--- src/hdl/lmbpw_pkg.sv ---
// Shared types, constants and gamma tables for the bit-plane pixel writer.
package lmbpw_pkg;

    localparam int PANEL_WIDTH_DEF  = 128;
    localparam int PANEL_HEIGHT_DEF = 64;
    localparam int HALF_ROWS_DEF    = 32;
    localparam int PLANE_COUNT_DEF  = 16;

    localparam int STORE_DEPTH = 65536;
    localparam int STORE_AW    = 16;
    localparam int PIX_AW      = 20;
    localparam int CHAN_W      = 16;
    localparam int BYTE_W      = 6;

    typedef enum logic [2:0] {
        CMD_CLEAR   = 3'd0,
        CMD_FILL    = 3'd1,
        CMD_WINDOW  = 3'd2,
        CMD_PIX565  = 3'd3,
        CMD_PIX565T = 3'd4,
        CMD_PIX444  = 3'd5,
        CMD_READ    = 3'd6
    } t_cmd;

    typedef enum logic [3:0] {
        S_IDLE,
        S_DECODE,
        S_CLEAR,
        S_PIX,
        S_START,
        S_PLANE,
        S_NEXT,
        S_READ,
        S_FINISH
    } t_state;

    typedef struct packed {
        logic latch;
        logic clr_start;
        logic clr_step;
        logic fill_start;
        logic win_set;
        logic strm_start;
        logic set_skip;
        logic pix_base;
        logic plane_start;
        logic px_next;
        logic cur_advance;
        logic rd_capture;
        logic out_load;
    } t_dp_ctl;

    typedef struct packed {
        t_cmd cmd;
        logic rect_empty;
        logic exhausted;
        logic transparent;
        logic on_panel;
        logic plane_done;
        logic clr_done;
        logic px_last_col;
        logic px_last_row;
        logic out_blocked;
    } t_dp_stat;

    localparam logic [15:0] GAMMA5 [32] = '{
        16'd0,     16'd68,    16'd273,   16'd614,   16'd1091,  16'd1705,  16'd2455,  16'd3342,
        16'd4364,  16'd5524,  16'd6819,  16'd8252,  16'd9820,  16'd11525, 16'd13366, 16'd15344,
        16'd17458, 16'd19708, 16'd22095, 16'd24618, 16'd27278, 16'd30074, 16'd33006, 16'd36075,
        16'd39280, 16'd42622, 16'd46100, 16'd49714, 16'd53465, 16'd57352, 16'd61375, 16'd65535
    };

    localparam logic [15:0] GAMMA6 [64] = '{
        16'd0,     16'd17,    16'd66,    16'd149,   16'd264,   16'd413,   16'd594,   16'd809,
        16'd1057,  16'd1337,  16'd1651,  16'd1998,  16'd2378,  16'd2790,  16'd3236,  16'd3715,
        16'd4227,  16'd4772,  16'd5350,  16'd5961,  16'd6605,  16'd7282,  16'd7992,  16'd8735,
        16'd9511,  16'd10320, 16'd11162, 16'd12037, 16'd12945, 16'd13886, 16'd14861, 16'd15868,
        16'd16908, 16'd17981, 16'd19088, 16'd20227, 16'd21399, 16'd22605, 16'd23843, 16'd25114,
        16'd26419, 16'd27756, 16'd29127, 16'd30530, 16'd31967, 16'd33436, 16'd34939, 16'd36474,
        16'd38043, 16'd39645, 16'd41279, 16'd42947, 16'd44648, 16'd46381, 16'd48148, 16'd49948,
        16'd51781, 16'd53647, 16'd55545, 16'd57477, 16'd59442, 16'd61440, 16'd63471, 16'd65535
    };

    function automatic logic [CHAN_W-1:0] gamma5(input logic [4:0] idx);
        return GAMMA5[idx];
    endfunction

    function automatic logic [CHAN_W-1:0] gamma6(input logic [5:0] idx);
        return GAMMA6[idx];
    endfunction

endpackage

--- src/hdl/lmbpw_ctrl.sv ---
// Controller state machine that sequences each request through the datapath.
module lmbpw_ctrl
    import lmbpw_pkg::*;
(
    input  logic     i_clk,
    input  logic     i_rst_n,
    input  logic     i_valid,
    output logic     o_ready,
    input  t_dp_stat i_stat,
    output t_dp_ctl  o_ctl
);

    t_state r_state;
    t_state n_state;
    logic   is_fill;
    logic   is_stream;

    assign is_fill   = (i_stat.cmd == CMD_FILL);
    assign is_stream = (i_stat.cmd == CMD_PIX565) || (i_stat.cmd == CMD_PIX565T) ||
                       (i_stat.cmd == CMD_PIX444);

    always_ff @(posedge i_clk) begin
        if (!i_rst_n) begin
            r_state <= S_IDLE;
        end else begin
            r_state <= n_state;
        end
    end

    always_comb begin
        n_state = r_state;
        unique case (r_state)
            S_IDLE: begin
                if (i_valid) begin
                    n_state = S_DECODE;
                end
            end
            S_DECODE: begin
                unique case (i_stat.cmd) inside
                    CMD_CLEAR:  n_state = S_CLEAR;
                    CMD_FILL:   n_state = i_stat.rect_empty ? S_FINISH : S_PIX;
                    CMD_WINDOW: n_state = S_FINISH;
                    CMD_PIX565, CMD_PIX565T, CMD_PIX444: begin
                        if (i_stat.exhausted) begin
                            n_state = S_FINISH;
                        end else if (i_stat.transparent) begin
                            n_state = S_NEXT;
                        end else begin
                            n_state = S_PIX;
                        end
                    end
                    CMD_READ:   n_state = S_READ;
                    default:    n_state = S_FINISH;
                endcase
            end
            S_CLEAR: begin
                if (i_stat.clr_done) begin
                    n_state = S_FINISH;
                end
            end
            S_PIX:   n_state = i_stat.on_panel ? S_START : S_NEXT;
            S_START: n_state = S_PLANE;
            S_PLANE: begin
                if (i_stat.plane_done) begin
                    n_state = S_NEXT;
                end
            end
            S_NEXT: begin
                if (is_fill && !(i_stat.px_last_col && i_stat.px_last_row)) begin
                    n_state = S_PIX;
                end else begin
                    n_state = S_FINISH;
                end
            end
            S_READ:  n_state = S_FINISH;
            S_FINISH: begin
                if (!i_stat.out_blocked) begin
                    n_state = S_IDLE;
                end
            end
            default: n_state = S_IDLE;
        endcase
    end

    always_comb begin
        o_ctl   = '0;
        o_ready = 1'b0;
        unique case (r_state)
            S_IDLE: begin
                o_ready   = 1'b1;
                o_ctl.latch = i_valid;
            end
            S_DECODE: begin
                unique case (i_stat.cmd) inside
                    CMD_CLEAR:  o_ctl.clr_start = 1'b1;
                    CMD_FILL:   o_ctl.fill_start = 1'b1;
                    CMD_WINDOW: o_ctl.win_set = 1'b1;
                    CMD_PIX565, CMD_PIX565T, CMD_PIX444: begin
                        o_ctl.strm_start = 1'b1;
                        o_ctl.set_skip   = i_stat.exhausted || i_stat.transparent;
                    end
                    default: ;
                endcase
            end
            S_CLEAR:  o_ctl.clr_step = 1'b1;
            S_PIX: begin
                o_ctl.pix_base = 1'b1;
                o_ctl.set_skip = is_stream && !i_stat.on_panel;
            end
            S_START:  o_ctl.plane_start = 1'b1;
            S_PLANE:  ;
            S_NEXT: begin
                o_ctl.px_next     = is_fill;
                o_ctl.cur_advance = is_stream;
            end
            S_READ:   o_ctl.rd_capture = 1'b1;
            S_FINISH: o_ctl.out_load = !i_stat.out_blocked;
            default: ;
        endcase
    end

endmodule

--- config.mk ---
export PLATFORM = sky130hd
export DESIGN_NAME = lmbpw_ctrl
export DESIGN_NICKNAME = d
export VERILOG_FILES = /design/src/hdl/lmbpw_pkg.sv /design/src/hdl/lmbpw_ctrl.sv
export SDC_FILE = /design/constraint.sdc
export NUM_CORES = 1
export LEC_CHECK = 0
export ABC_AREA = 1
export BUFFER_PORTS_ARGS = -buffer_cell sky130_fd_sc_hd__buf_2
export CAP_MARGIN = 20
export CELL_PAD_IN_SITES_DETAIL_PLACEMENT = 0
export CELL_PAD_IN_SITES_GLOBAL_PLACEMENT = 2
export CORE_UTILIZATION = 20
export CTS_CLUSTER_DIAMETER = 40
export DETAILED_ROUTE_END_ITERATION = 10
export PLACE_DENSITY_LB_ADDON = 0.1
export SLEW_MARGIN = 30
export SYNTH_ARGS = -nofsm -noshare
export SYNTH_HDL_FRONTEND = slang
export SYNTH_SLANG_ARGS = --single-unit
--- constraint.sdc ---
create_clock -name i_clk -period 1.4 [get_ports i_clk]
set_clock_uncertainty 0.15 [all_clocks]
set_input_delay 0.28 -clock i_clk [delete_from_list [all_inputs] [get_ports i_clk]]
set_output_delay 0.28 -clock i_clk [all_outputs]
set_load 0.01 [all_outputs]
==> flow_summary_export.csv, run 1 <==
group,metric,value,unit
synthesis,syn_area,571.8,um^2
power_and_ir_drop,p_leak,0.0006182,uW
placement,portBuffers,28,
cells_and_area,post-route-util,43.39,%
cells_and_area,layout_commonest_cell,"buf_2",
die,die_y,55.47,um
power_and_ir_drop,p_switching,679.7,uW
cells_and_area,regArea,87.58,um^2
sta,fmax,611.1,MHz
critical_path,startpoint_type,"register",
sta,rsz0062_at_grt,"true",
clock_network,worstSkewPairLatency,230,ps
cells_and_area,largest_reg_flops,4,
synthesis,synth_seq_area_share,14.00,%
run_status,status,"complete, but fails checks",
sta,post-route-period-util,116.9,%
critical_path,cp.arrival,1210,ps
cells_and_area,layout.nets,179,
clock_network,cts_buffers,3,
sta,final-setup-viol-count,17,
clock_network,cts-hold-fix-buffers,0,
cells_and_area,layout_common_cells,"buf_2 (25), nand2_1 (23), buf_4 (17)",
worst_hold_path,hold_path_class,"input port to register",
detailed_routing,viasPerCell,4.145,
detailed_routing,ant_nets,0,
cells_and_area,antenna_cells,0,
power_and_ir_drop,p_sw_share,46.11,%
placement,post_dp_cell_area,892.1,um^2
synthesis,ys_seq_elements,4,
power_and_ir_drop,clkPwrFrac,9.5,%
grt,grt_pass1_vias,790,
clock_network,clk_root_buffer_cell,"clkbuf_4",
synthesis,synthCells,105,
die,core,2734,um^2
die,die-area,3077,um^2
grt,grt_max_degree,7,
sta,worst_slack,-236.4,ps
power_and_ir_drop,power_density,1243,nW/um^2
detailed_routing,wl,1840,um
detailed_routing,drtIter0Drc,12,
detailed_routing,drtPass1Iterations,3,
die,die_x,55.47,um
critical_path,slowest_delay,360,ps
synthesis,syn_nets,120,
power_and_ir_drop,ir_drop,0.0006960,V
sta,hold_viol_final,0,
clock_network,clock_path_buffers,2,
detailed_routing,wl_per_cell,9.534,um
detailed_routing,drc,0,
critical_path,worstPathRequired,970,ps
critical_path,end_kind,"output pin",
cells_and_area,multiInputGateArea,551.8,um^2
cells_and_area,largest-register,"r_state",
cells_and_area,syn2layout_area_growth,107.4,%
clock_network,tritoncts,"yes",
die,initial_core_util,20.92,%
grt,antenna_found_initial,0,
critical_path,crit_slowest_cell,"dfxtp_4",
critical_path,crit_type,"register to output pin",
sta,maxSlewHeadroom,83.43,%
placement,routabilityCongestion,0.7382,
sta,tightestPinTransition,247.6,ps
cells_and_area,reg.largest.list,"r_state x4",
worst_hold_path,min_path_cells,3,
clock_network,cts.clk_slew.worst_paths,30,ps
cells_and_area,drive_gt1_share,66.67,%
placement,dp_hpwl,1495,um
detailed_routing,dr_total_vias,800,
synthesis,syn_area_per_cell,5.446,um^2
critical_path,crit_fanout,3,
grt,grt_pass1_wl,3118,um
synthesis,synth.distinct_cells,19,
die,num_rows,19,
die,top_level_ports,29,
power_and_ir_drop,p_seq_share,12.6,%
power_and_ir_drop,internal_power,794.5,uW
clock_network,clock_sinks,4,
synthesis,yosysWarnings,0,
power_and_ir_drop,comb_power_share,77.9,%
cells_and_area,n_fill_cell,307,
run_status,violations,"negative setup slack",
critical_path,crit_chain,"buf_6, nand2_4, nor2_4, nand3_2, o31ai_4, buf_2",
power_and_ir_drop,total_power,1474,uW
grt,grt_usage,12.44,%
flow_run,drv_cap,0,
sta,slew_violations,0,
clock_network,htree_levels,1,
cells_and_area,design_area,1186,um^2
sta,whs,205.8,ps
critical_path,r2r_cells,12,
sta,period_needed,1636,ps
grt,overflow,0,
worst max-delay path, delay by kind of cell, from the launching register on:
family | cells | cell delay (ps)
AND/OR/NAND/NOR | 3 | 270
buffers and inverters | 2 | 270
AO/OA/AOI/OAI | 1 | 60
flip-flops | 1 | 360
kinds of logic after synthesis:
| logic type | share of synthesized area, % |
|---|---|
| buffers and inverters | 15.76 |
| and+or+nand+nor | 63.67 |
| DFF | 14.00 |
| AOI/OAI and AO/OA | 6.564 |
layer usage:
layer	track usage [%]	wire, um	up-vias
li1	-	-	443
met1	15.04	785	345
met2	23.41	1011	12
met3	0.2342	43	0
met4	4.286	0	0
met5	0	0	-
cell type report:
class | instances | area share (%)
Sequential cell | 4 | 7.384
Multi-Input combinational cell | 79 | 46.52
Clock buffer | 3 | 1.899
Inverter | 21 | 7.278
Tap cell | 31 | 3.270
Timing Repair Buffer | 55 | 33.65
repair_timing:
item	4_1_cts	5_1_grt
hold endpoints to repair	0	0
resized for setup	29	26
setup buffers	8	3
pin swaps	11	17
endpoints found under the setup margin	15	17
power by group through the flow:
stage	Combinational, uW	Sequential (uW)	Clock, uW
3_3_place_gp	775	167	0
4_1_cts	997	178	141
2_1_floorplan	444	182	0
5_1_grt	1250	188	148
3_5_place_dp	778	166	0
6_report	1150	186	140
cells in the mapped netlist, drive strengths merged:
library cell  number  area, um^2
a21oi              5       25.02
buf                1       11.26
dfxtp              4       80.08
inv               21       78.83
nand2             35       156.4
nand3              9       50.05
nand3b             1       7.510
nand4              3       18.77
nor2              21       113.9
nor3               1       5.000
nor4               2       12.51
o21ai              1       5.000
o31ai              1       7.510
stage by stage:
stage / setup slack [ps] / std cells / TNS, ps
CTS: -260.5 / 191 / -2556
detailed placement: -71.40 / 180 / -196.4
global placement: -51.44 / 180 / -187.0
finish: -236.4 / 193 / -2566
floorplan: -32.12 / 105 / -52.66
global route: -294.4 / 193 / -3708
path summary, 6_finish.rpt:
path                                start                       to  slack (ps)
hold / removal                    i_rst_n  r_state[0]$_SDFFE_PN0P_         210
setup / recovery  r_state[1]$_SDFFE_PN0P_                 o_ctl[6]        -240
setup reg to reg  r_state[0]$_SDFFE_PN0P_  r_state[3]$_SDFFE_PN0P_        -100
hold reg to reg   r_state[3]$_SDFFE_PN0P_  r_state[2]$_SDFFE_PN0P_         520
Power figures use the tool's default switching activity.
==> inputs of run 2 (changes only) <==
==> constraint.sdc (replaced) <==
create_clock -name i_clk -period 1.4 [get_ports i_clk]
set_clock_uncertainty 0.15 [all_clocks]
set_input_delay 0.14 -clock i_clk [delete_from_list [all_inputs] [get_ports i_clk]]
set_output_delay 0.14 -clock i_clk [all_outputs]
set_load 0.01 [all_outputs]
==> run 2 against run 1 <==
The run still ends with negative setup slack left. Clock power down 4%. Highest routed layer unchanged. Sequential share of layout area up 1.2 points. Fmax up 7.2%. Critical path type unchanged. Largest cell class unchanged. Setup slack better by 110 ps. Cell count down 5.7%.
==> flow_summary_export.csv, run 2 (synthesis gave the netlist of run 1 again) <==
group,metric,value,unit
run_status,status,"complete, but fails checks",
run_status,violations,"negative setup slack",
clock_network,clock_sinks,4,
placement,dp_hpwl,1338,um
cells_and_area,layout.nets,168,
detailed_routing,wl,1654,um
die,initial_core_util,20.92,%
sta,period_needed,1526,ps
grt,grt_usage,10.73,%
critical_path,crit_slowest_cell,"dfxtp_2",
critical_path,r2r_cells,11,
cells_and_area,layout_common_cells,"nand2_1 (26), buf_2 (25), inv_1 (13)",
detailed_routing,drc,0,
grt,grt_max_degree,9,
sta,whs,44.45,ps
die,die-area,3077,um^2
flow_run,drv_cap,0,
critical_path,startpoint_type,"register",
critical_path,cp.arrival,1240,ps
cells_and_area,largest_reg_flops,4,
power_and_ir_drop,ir_drop,0.0006463,V
clock_network,cts.clk_slew.worst_paths,30,ps
sta,slew_violations,0,
worst_hold_path,hold_path_class,"input port to register",
sta,setup_tns,-603.3,ps
detailed_routing,dr_total_vias,767,
critical_path,worstPathRequired,1110,ps
worst_hold_path,min_path_cells,3,
sta,maxSlewHeadroom,81.98,%
critical_path,crit_chain,"inv_2, nand2_4, buf_6, nor2_4, nand3_2, o31ai_4, buf_2",
critical_path,worstSetupStartpoint,"r_state[2]$_SDFFE_PN0P_",
sta,hold_viol_final,0,
detailed_routing,drtIter0Drc,25,
grt,grt_pass1_wl,2732,um
clock_network,clk_root_buffer_cell,"clkbuf_4",
critical_path,timing.critical_path.buf_inv,3,
grt,grt.met2_usage,18.24,%
clock_network,clock_path_buffers,2,
sta,final-setup-viol-count,10,
die,die_x,55.47,um
cells_and_area,drive_gt1_share,57.62,%
cells_and_area,design_area,1023,um^2
critical_path,end_kind,"output pin",
cells_and_area,final_cell_count_no_fill,182,
placement,portBuffers,28,
cells_and_area,reg.largest.list,"r_state x4",
cells_and_area,largest-register,"r_state",
cells_and_area,n_fill_cell,309,
critical_path,crit_type,"register to output pin",
critical_path,reg2reg_setup_slack,-40,ps
clock_network,htree_levels,1,
grt,grt_pass1_vias,706,
critical_path,r2r-end,"r_state[3]$_SDFFE_PN0P_",
detailed_routing,ant_nets,0,
die,num_rows,19,
sta,post-route-period-util,109.0,%
critical_path,slowest_delay,310,ps
worst_hold_path,holdCritStartpoint,"i_rst_n",
die,core,2734,um^2
grt,grt_util_met1,14.35,%
power_and_ir_drop,total_power,1351,uW
grt,grtUsageMet3,0.9368,%
placement,placedCellCount,170,
detailed_routing,drtPass1Iterations,3,
cells_and_area,antenna_cells,0,
clock_network,worstSkewPairLatency,230,ps
power_and_ir_drop,p_leak,0.0005349,uW
placement,post_dp_cell_area,792.0,um^2
clock_network,tritoncts,"yes",
sta,rsz0062_at_grt,"true",
power_and_ir_drop,power_density,1320,nW/um^2
grt,antenna_found_initial,0,
sta,fmax,655.2,MHz
cells_and_area,syn2layout_area_growth,78.99,%
sta,tightestPinTransition,269.3,ps
grt,top_usage_layer,"met2",
critical_path,crit_fanout,4,
grt,overflow,0,
detailed_routing,viasPerCell,4.214,
die,top_level_ports,29,
die,die_y,55.47,um
sta,worst_slack,-126.2,ps
cells_and_area,layout_commonest_cell,"nand2_1",
worst_hold_path,min_to,"r_state[0]$_SDFFE_PN0P_",
critical_path,reg2reg_from,"r_state[2]$_SDFFE_PN0P_",
critical_path,critPathTopFamily,"buffers and inverters",
detailed_routing,wl_per_cell,9.088,um
placement,routabilityCongestion,0.7594,
clock_network,cts_buffers,3,
-- run 2: changes by cell type in the layout (fill, tap and decap cells not counted), sizes merged --
cell,previous run,this run
buf,55,44
-- run 2: layer usage --
layer,share of wire [%],vias to the layer above,wire [um]
met2,51,11,841
met3,1.9,0,32
met1,47,336,781
met4,0,0,0
li1,-,420,-
met5,0,-,0
-- run 2: area by class of cell --
class / instances / area, um^2 / share of cell area [%]
inverter: 21 / 86.33 / 8.435
clock buffer: 3 / 22.52 / 2.200
tap: 31 / 38.79 / 3.790
timing repair buffer: 44 / 305.3 / 29.83
sequential: 4 / 87.58 / 8.557
multi-input combinational: 79 / 483.0 / 47.19
-- run 2: repair_timing --
item | in CTS | in global routing
hold endpoints to repair | 0 | 0
endpoints found under the setup margin | 10 | 16
setup buffers | 6 | 3
gates resized for setup | 13 | 28
hold buffers | 0 | 0
pin swaps | 7 | 12
-- run 2: worst register-to-register path: cells and delay by family, from the launching register on --
kind	cells	cell delay [ps]
AOI/OAI and AO/OA	1	120
buffers and inverters	4	360
DFF	1	310
and+or+nand+nor	6	440
-- run 2: worst max path at each step --
stage                                          to  slack (ps)  depth (start not counted)
after floorplan                          o_ctl[6]           9                          5
after CTS                                o_ctl[6]        -120                          7
after global placement    r_state[1]$_SDFFE_PN0P_          10                         10
final                                    o_ctl[6]        -130                          7
after global routing                     o_ctl[6]        -200                          6
after detailed placement                 o_ctl[6]          -6                          6
-- run 2: power by group --
group	internal, uW	switching [uW]
sequential	158	30.1
clock	95.2	38.3
combinational	491	538
-- run 2: through the flow --
stage / utilization, % / setup WS [ps]
after floorplan: - / 8.697
after global placement: 28.97 / 11.22
after detailed placement: 28.97 / -5.688
after CTS: 33.41 / -117.6
after global routing: 37.44 / -195.4
final: 37.44 / -126.2
==> inputs of run 3 (changes only) <==
--- a/config.mk
+++ b/config.mk
@@ -10,7 +10,8 @@
 export CAP_MARGIN = 20
 export CELL_PAD_IN_SITES_DETAIL_PLACEMENT = 0
 export CELL_PAD_IN_SITES_GLOBAL_PLACEMENT = 2
-export CORE_UTILIZATION = 20
+export CORE_ASPECT_RATIO = 0.7
+export CORE_UTILIZATION = 18
 export CTS_CLUSTER_DIAMETER = 40
 export DETAILED_ROUTE_END_ITERATION = 10
 export PLACE_DENSITY_LB_ADDON = 0.1
==> constraint.sdc (replaced) <==
create_clock -name i_clk -period 1.35 [get_ports i_clk]
set_clock_uncertainty 0.15 [all_clocks]
set_input_delay 0.135 -clock i_clk [delete_from_list [all_inputs] [get_ports i_clk]]
set_output_delay 0.135 -clock i_clk [all_outputs]
set_load 0.01 [all_outputs]
==> run 3 against run 2 <==
The run still ends with negative setup slack left. Hold slack gained 20 ps. Power shrank 0.41%. Setup slack lost 2.0 ps. Critical path depth shrank 1. First-iteration DRC count shrank 36%. Combinational power shrank 14%. Clock power grew 92%. Sequential share of layout area grew 0.17 points. Largest cell class unchanged.
==> flow_summary_export.csv, run 3 (synthesis gave the netlist of run 1 again) <==
group,metric,value,unit
grt,grt_util_met1,16.42,%
cells_and_area,drive_gt1_share,55.10,%
critical_path,end_kind,"output pin",
critical_path,reg2reg_from,"r_state[1]$_SDFFE_PN0P_",
detailed_routing,drc,0,
sta,fmax,676.5,MHz
power_and_ir_drop,p_seq_share,14.9,%
die,die_y,49.16,um
power_and_ir_drop,comb_power_share,66.0,%
power_and_ir_drop,total_power,1346,uW
worst_hold_path,holdCritStartpoint,"i_stat[3]",
sta,maxSlewHeadroom,85.77,%
clock_network,clock_path_buffers,2,
critical_path,startpoint_type,"register",
clock_network,clock_sinks,4,
die,top_level_ports,29,
power_and_ir_drop,p_leak,0.0005092,uW
power_and_ir_drop,clkPwrFrac,19.1,%
critical_path,r2r_cells,9,
cells_and_area,reg.largest.list,"r_state x4",
cells_and_area,layout_common_cells,"buf_2 (27), nand2_1 (26), inv_1 (15)",
critical_path,reg2reg_setup_slack,-30,ps
clock_network,tritoncts,"yes",
clock_network,cts.clk_slew.worst_paths,30,ps
detailed_routing,wl_per_cell,9.760,um
sta,setup_tns,-620.6,ps
critical_path,timing.critical_path.buf_inv,3,
clock_network,worstSkewPairLatency,220,ps
power_and_ir_drop,p_sw_share,44.56,%
grt,grt.met2_usage,15.05,%
sta,post-route-period-util,109.5,%
worst_hold_path,min_path_cells,4,
grt,grt_pass1_vias,715,
sta,tightestPinTransition,213.3,ps
placement,routabilityCongestion,0.7288,
worst_hold_path,min_to,"r_state[1]$_SDFFE_PN0P_",
detailed_routing,ant_nets,0,
run_status,status,"complete, but fails checks",
power_and_ir_drop,internal_power,746.1,uW
cells_and_area,layout.nets,164,
sta,period_needed,1478,ps
detailed_routing,wl,1786,um
sta,rsz0062_at_grt,"true",
critical_path,crit_fanout,5,
detailed_routing,dr_total_vias,753,
critical_path,worstPathRequired,1070,ps
detailed_routing,drtPass1Iterations,4,
grt,grt_usage,11.49,%
critical_path,slowest_delay,340,ps
flow_run,drv_cap,0,
sta,slew_violations,0,
critical_path,cp.arrival,1190,ps
sta,final-setup-viol-count,13,
critical_path,r2r-end,"r_state[3]$_SDFFE_PN0P_",
power_and_ir_drop,power_density,1381,nW/um^2
grt,grtUsageMet3,3.512,%
clock_network,clk_root_buffer_cell,"clkbuf_8",
power_and_ir_drop,p_switching,599.8,uW
die,core,2903,um^2
die,die-area,3410,um^2
cells_and_area,layout_commonest_cell,"buf_2",
critical_path,crit_type,"register to output pin",
worst_hold_path,hold_path_class,"input port to register",
clock_network,cts_buffers,3,
power_and_ir_drop,ir_drop,0.0003672,V
grt,overflow,0,
run_status,violations,"negative setup slack",
critical_path,crit_chain,"inv_2, nand2_2, nor2_4, inv_4, o31ai_2, buf_2",
cells_and_area,antenna_cells,0,
sta,hold_viol_final,0,
grt,grt_pass1_wl,3049,um
detailed_routing,drtIter0Drc,16,
detailed_routing,viasPerCell,4.115,
die,die_x,69.37,um
grt,grt_max_degree,8,
clock_network,cts-hold-fix-buffers,0,
cells_and_area,largest_reg_flops,4,
cells_and_area,largest-register,"r_state",
grt,top_usage_layer,"met1",
critical_path,crit_slowest_cell,"dfxtp_2",
critical_path,critPathTopFamily,"flip-flops",
sta,worst_slack,-128.3,ps
placement,portBuffers,28,
grt,antenna_found_initial,0,
die,num_rows,16,
clock_network,htree_levels,1,
placement,dp_hpwl,1494,um
die,initial_core_util,19.70,%
cells_and_area,syn2layout_area_growth,70.46,%
[run 3: changes by cell type in the layout (fill, tap and decap cells not counted), sizes merged]
cell,previous run,this run
buf,44,40
[run 3: cell type report]
cell class / count / area [um^2]
Fill cell: 343 / 1928
Multi-Input combinational cell: 79 / 478.0
Timing Repair Buffer: 40 / 244.0
Sequential cell: 4 / 85.08
Inverter: 21 / 81.33
Tap cell: 36 / 45.04
Clock buffer: 3 / 41.29
[run 3: power by group through the flow]
stage / Combinational, uW / Clock (uW) / Sequential [uW]
floorplan: 448 / 0 / 188
global placement: 713 / 0 / 194
global route: 978 / 278 / 207
detailed placement: 708 / 0 / 192
finish: 888 / 257 / 201
CTS: 798 / 261 / 193
[run 3: worst max-delay path by stage]
stage          depth (start not counted)                       to                     from  slack [ps]
2_1_floorplan                          5                 o_ctl[6]  r_state[1]$_SDFFE_PN0P_          30
3_3_place_gp                           7  r_state[3]$_SDFFE_PN0P_  r_state[1]$_SDFFE_PN0P_         -80
3_5_place_dp                           5                 o_ctl[6]  r_state[0]$_SDFFE_PN0P_         -20
4_1_cts                                6                 o_ctl[6]  r_state[2]$_SDFFE_PN0P_        -150
5_1_grt                                6                 o_ctl[6]  r_state[3]$_SDFFE_PN0P_        -190
6_report                               6                 o_ctl[6]  r_state[1]$_SDFFE_PN0P_        -130
[run 3: per-layer routing]
metal  wire length, um  vias to the layer above
li1                  -                      409
met1               992                      319
met2               664                       20
met3                96                        5
met4                32                        0
met5                 0                        -
[run 3: what timing repair did]
action,in CTS,in global routing
gates resized for setup,7,18
setup buffers,6,0
endpoints found under the setup margin,11,16
pin swaps,5,6
[run 3: stage by stage]
step	instances	util (%)	hold WS [ps]	setup slack, ps	cell area [um^2]
CTS	183	31.34	50.05	-146.5	909.6
global route	183	33.58	74.48	-190.1	974.7
global placement	174	27.63	276.8	-75.08	802.0
floorplan	105	-	153.8	33.23	583.1
detailed placement	174	27.63	277.7	-18.34	802.0
finish	183	33.58	64.47	-128.3	974.7
[run 3: tightest hold or removal path, stage by stage]
cell and delay (ps):
buf_2 80, inv_1 50, nand2_4 80, a21oi_2 50
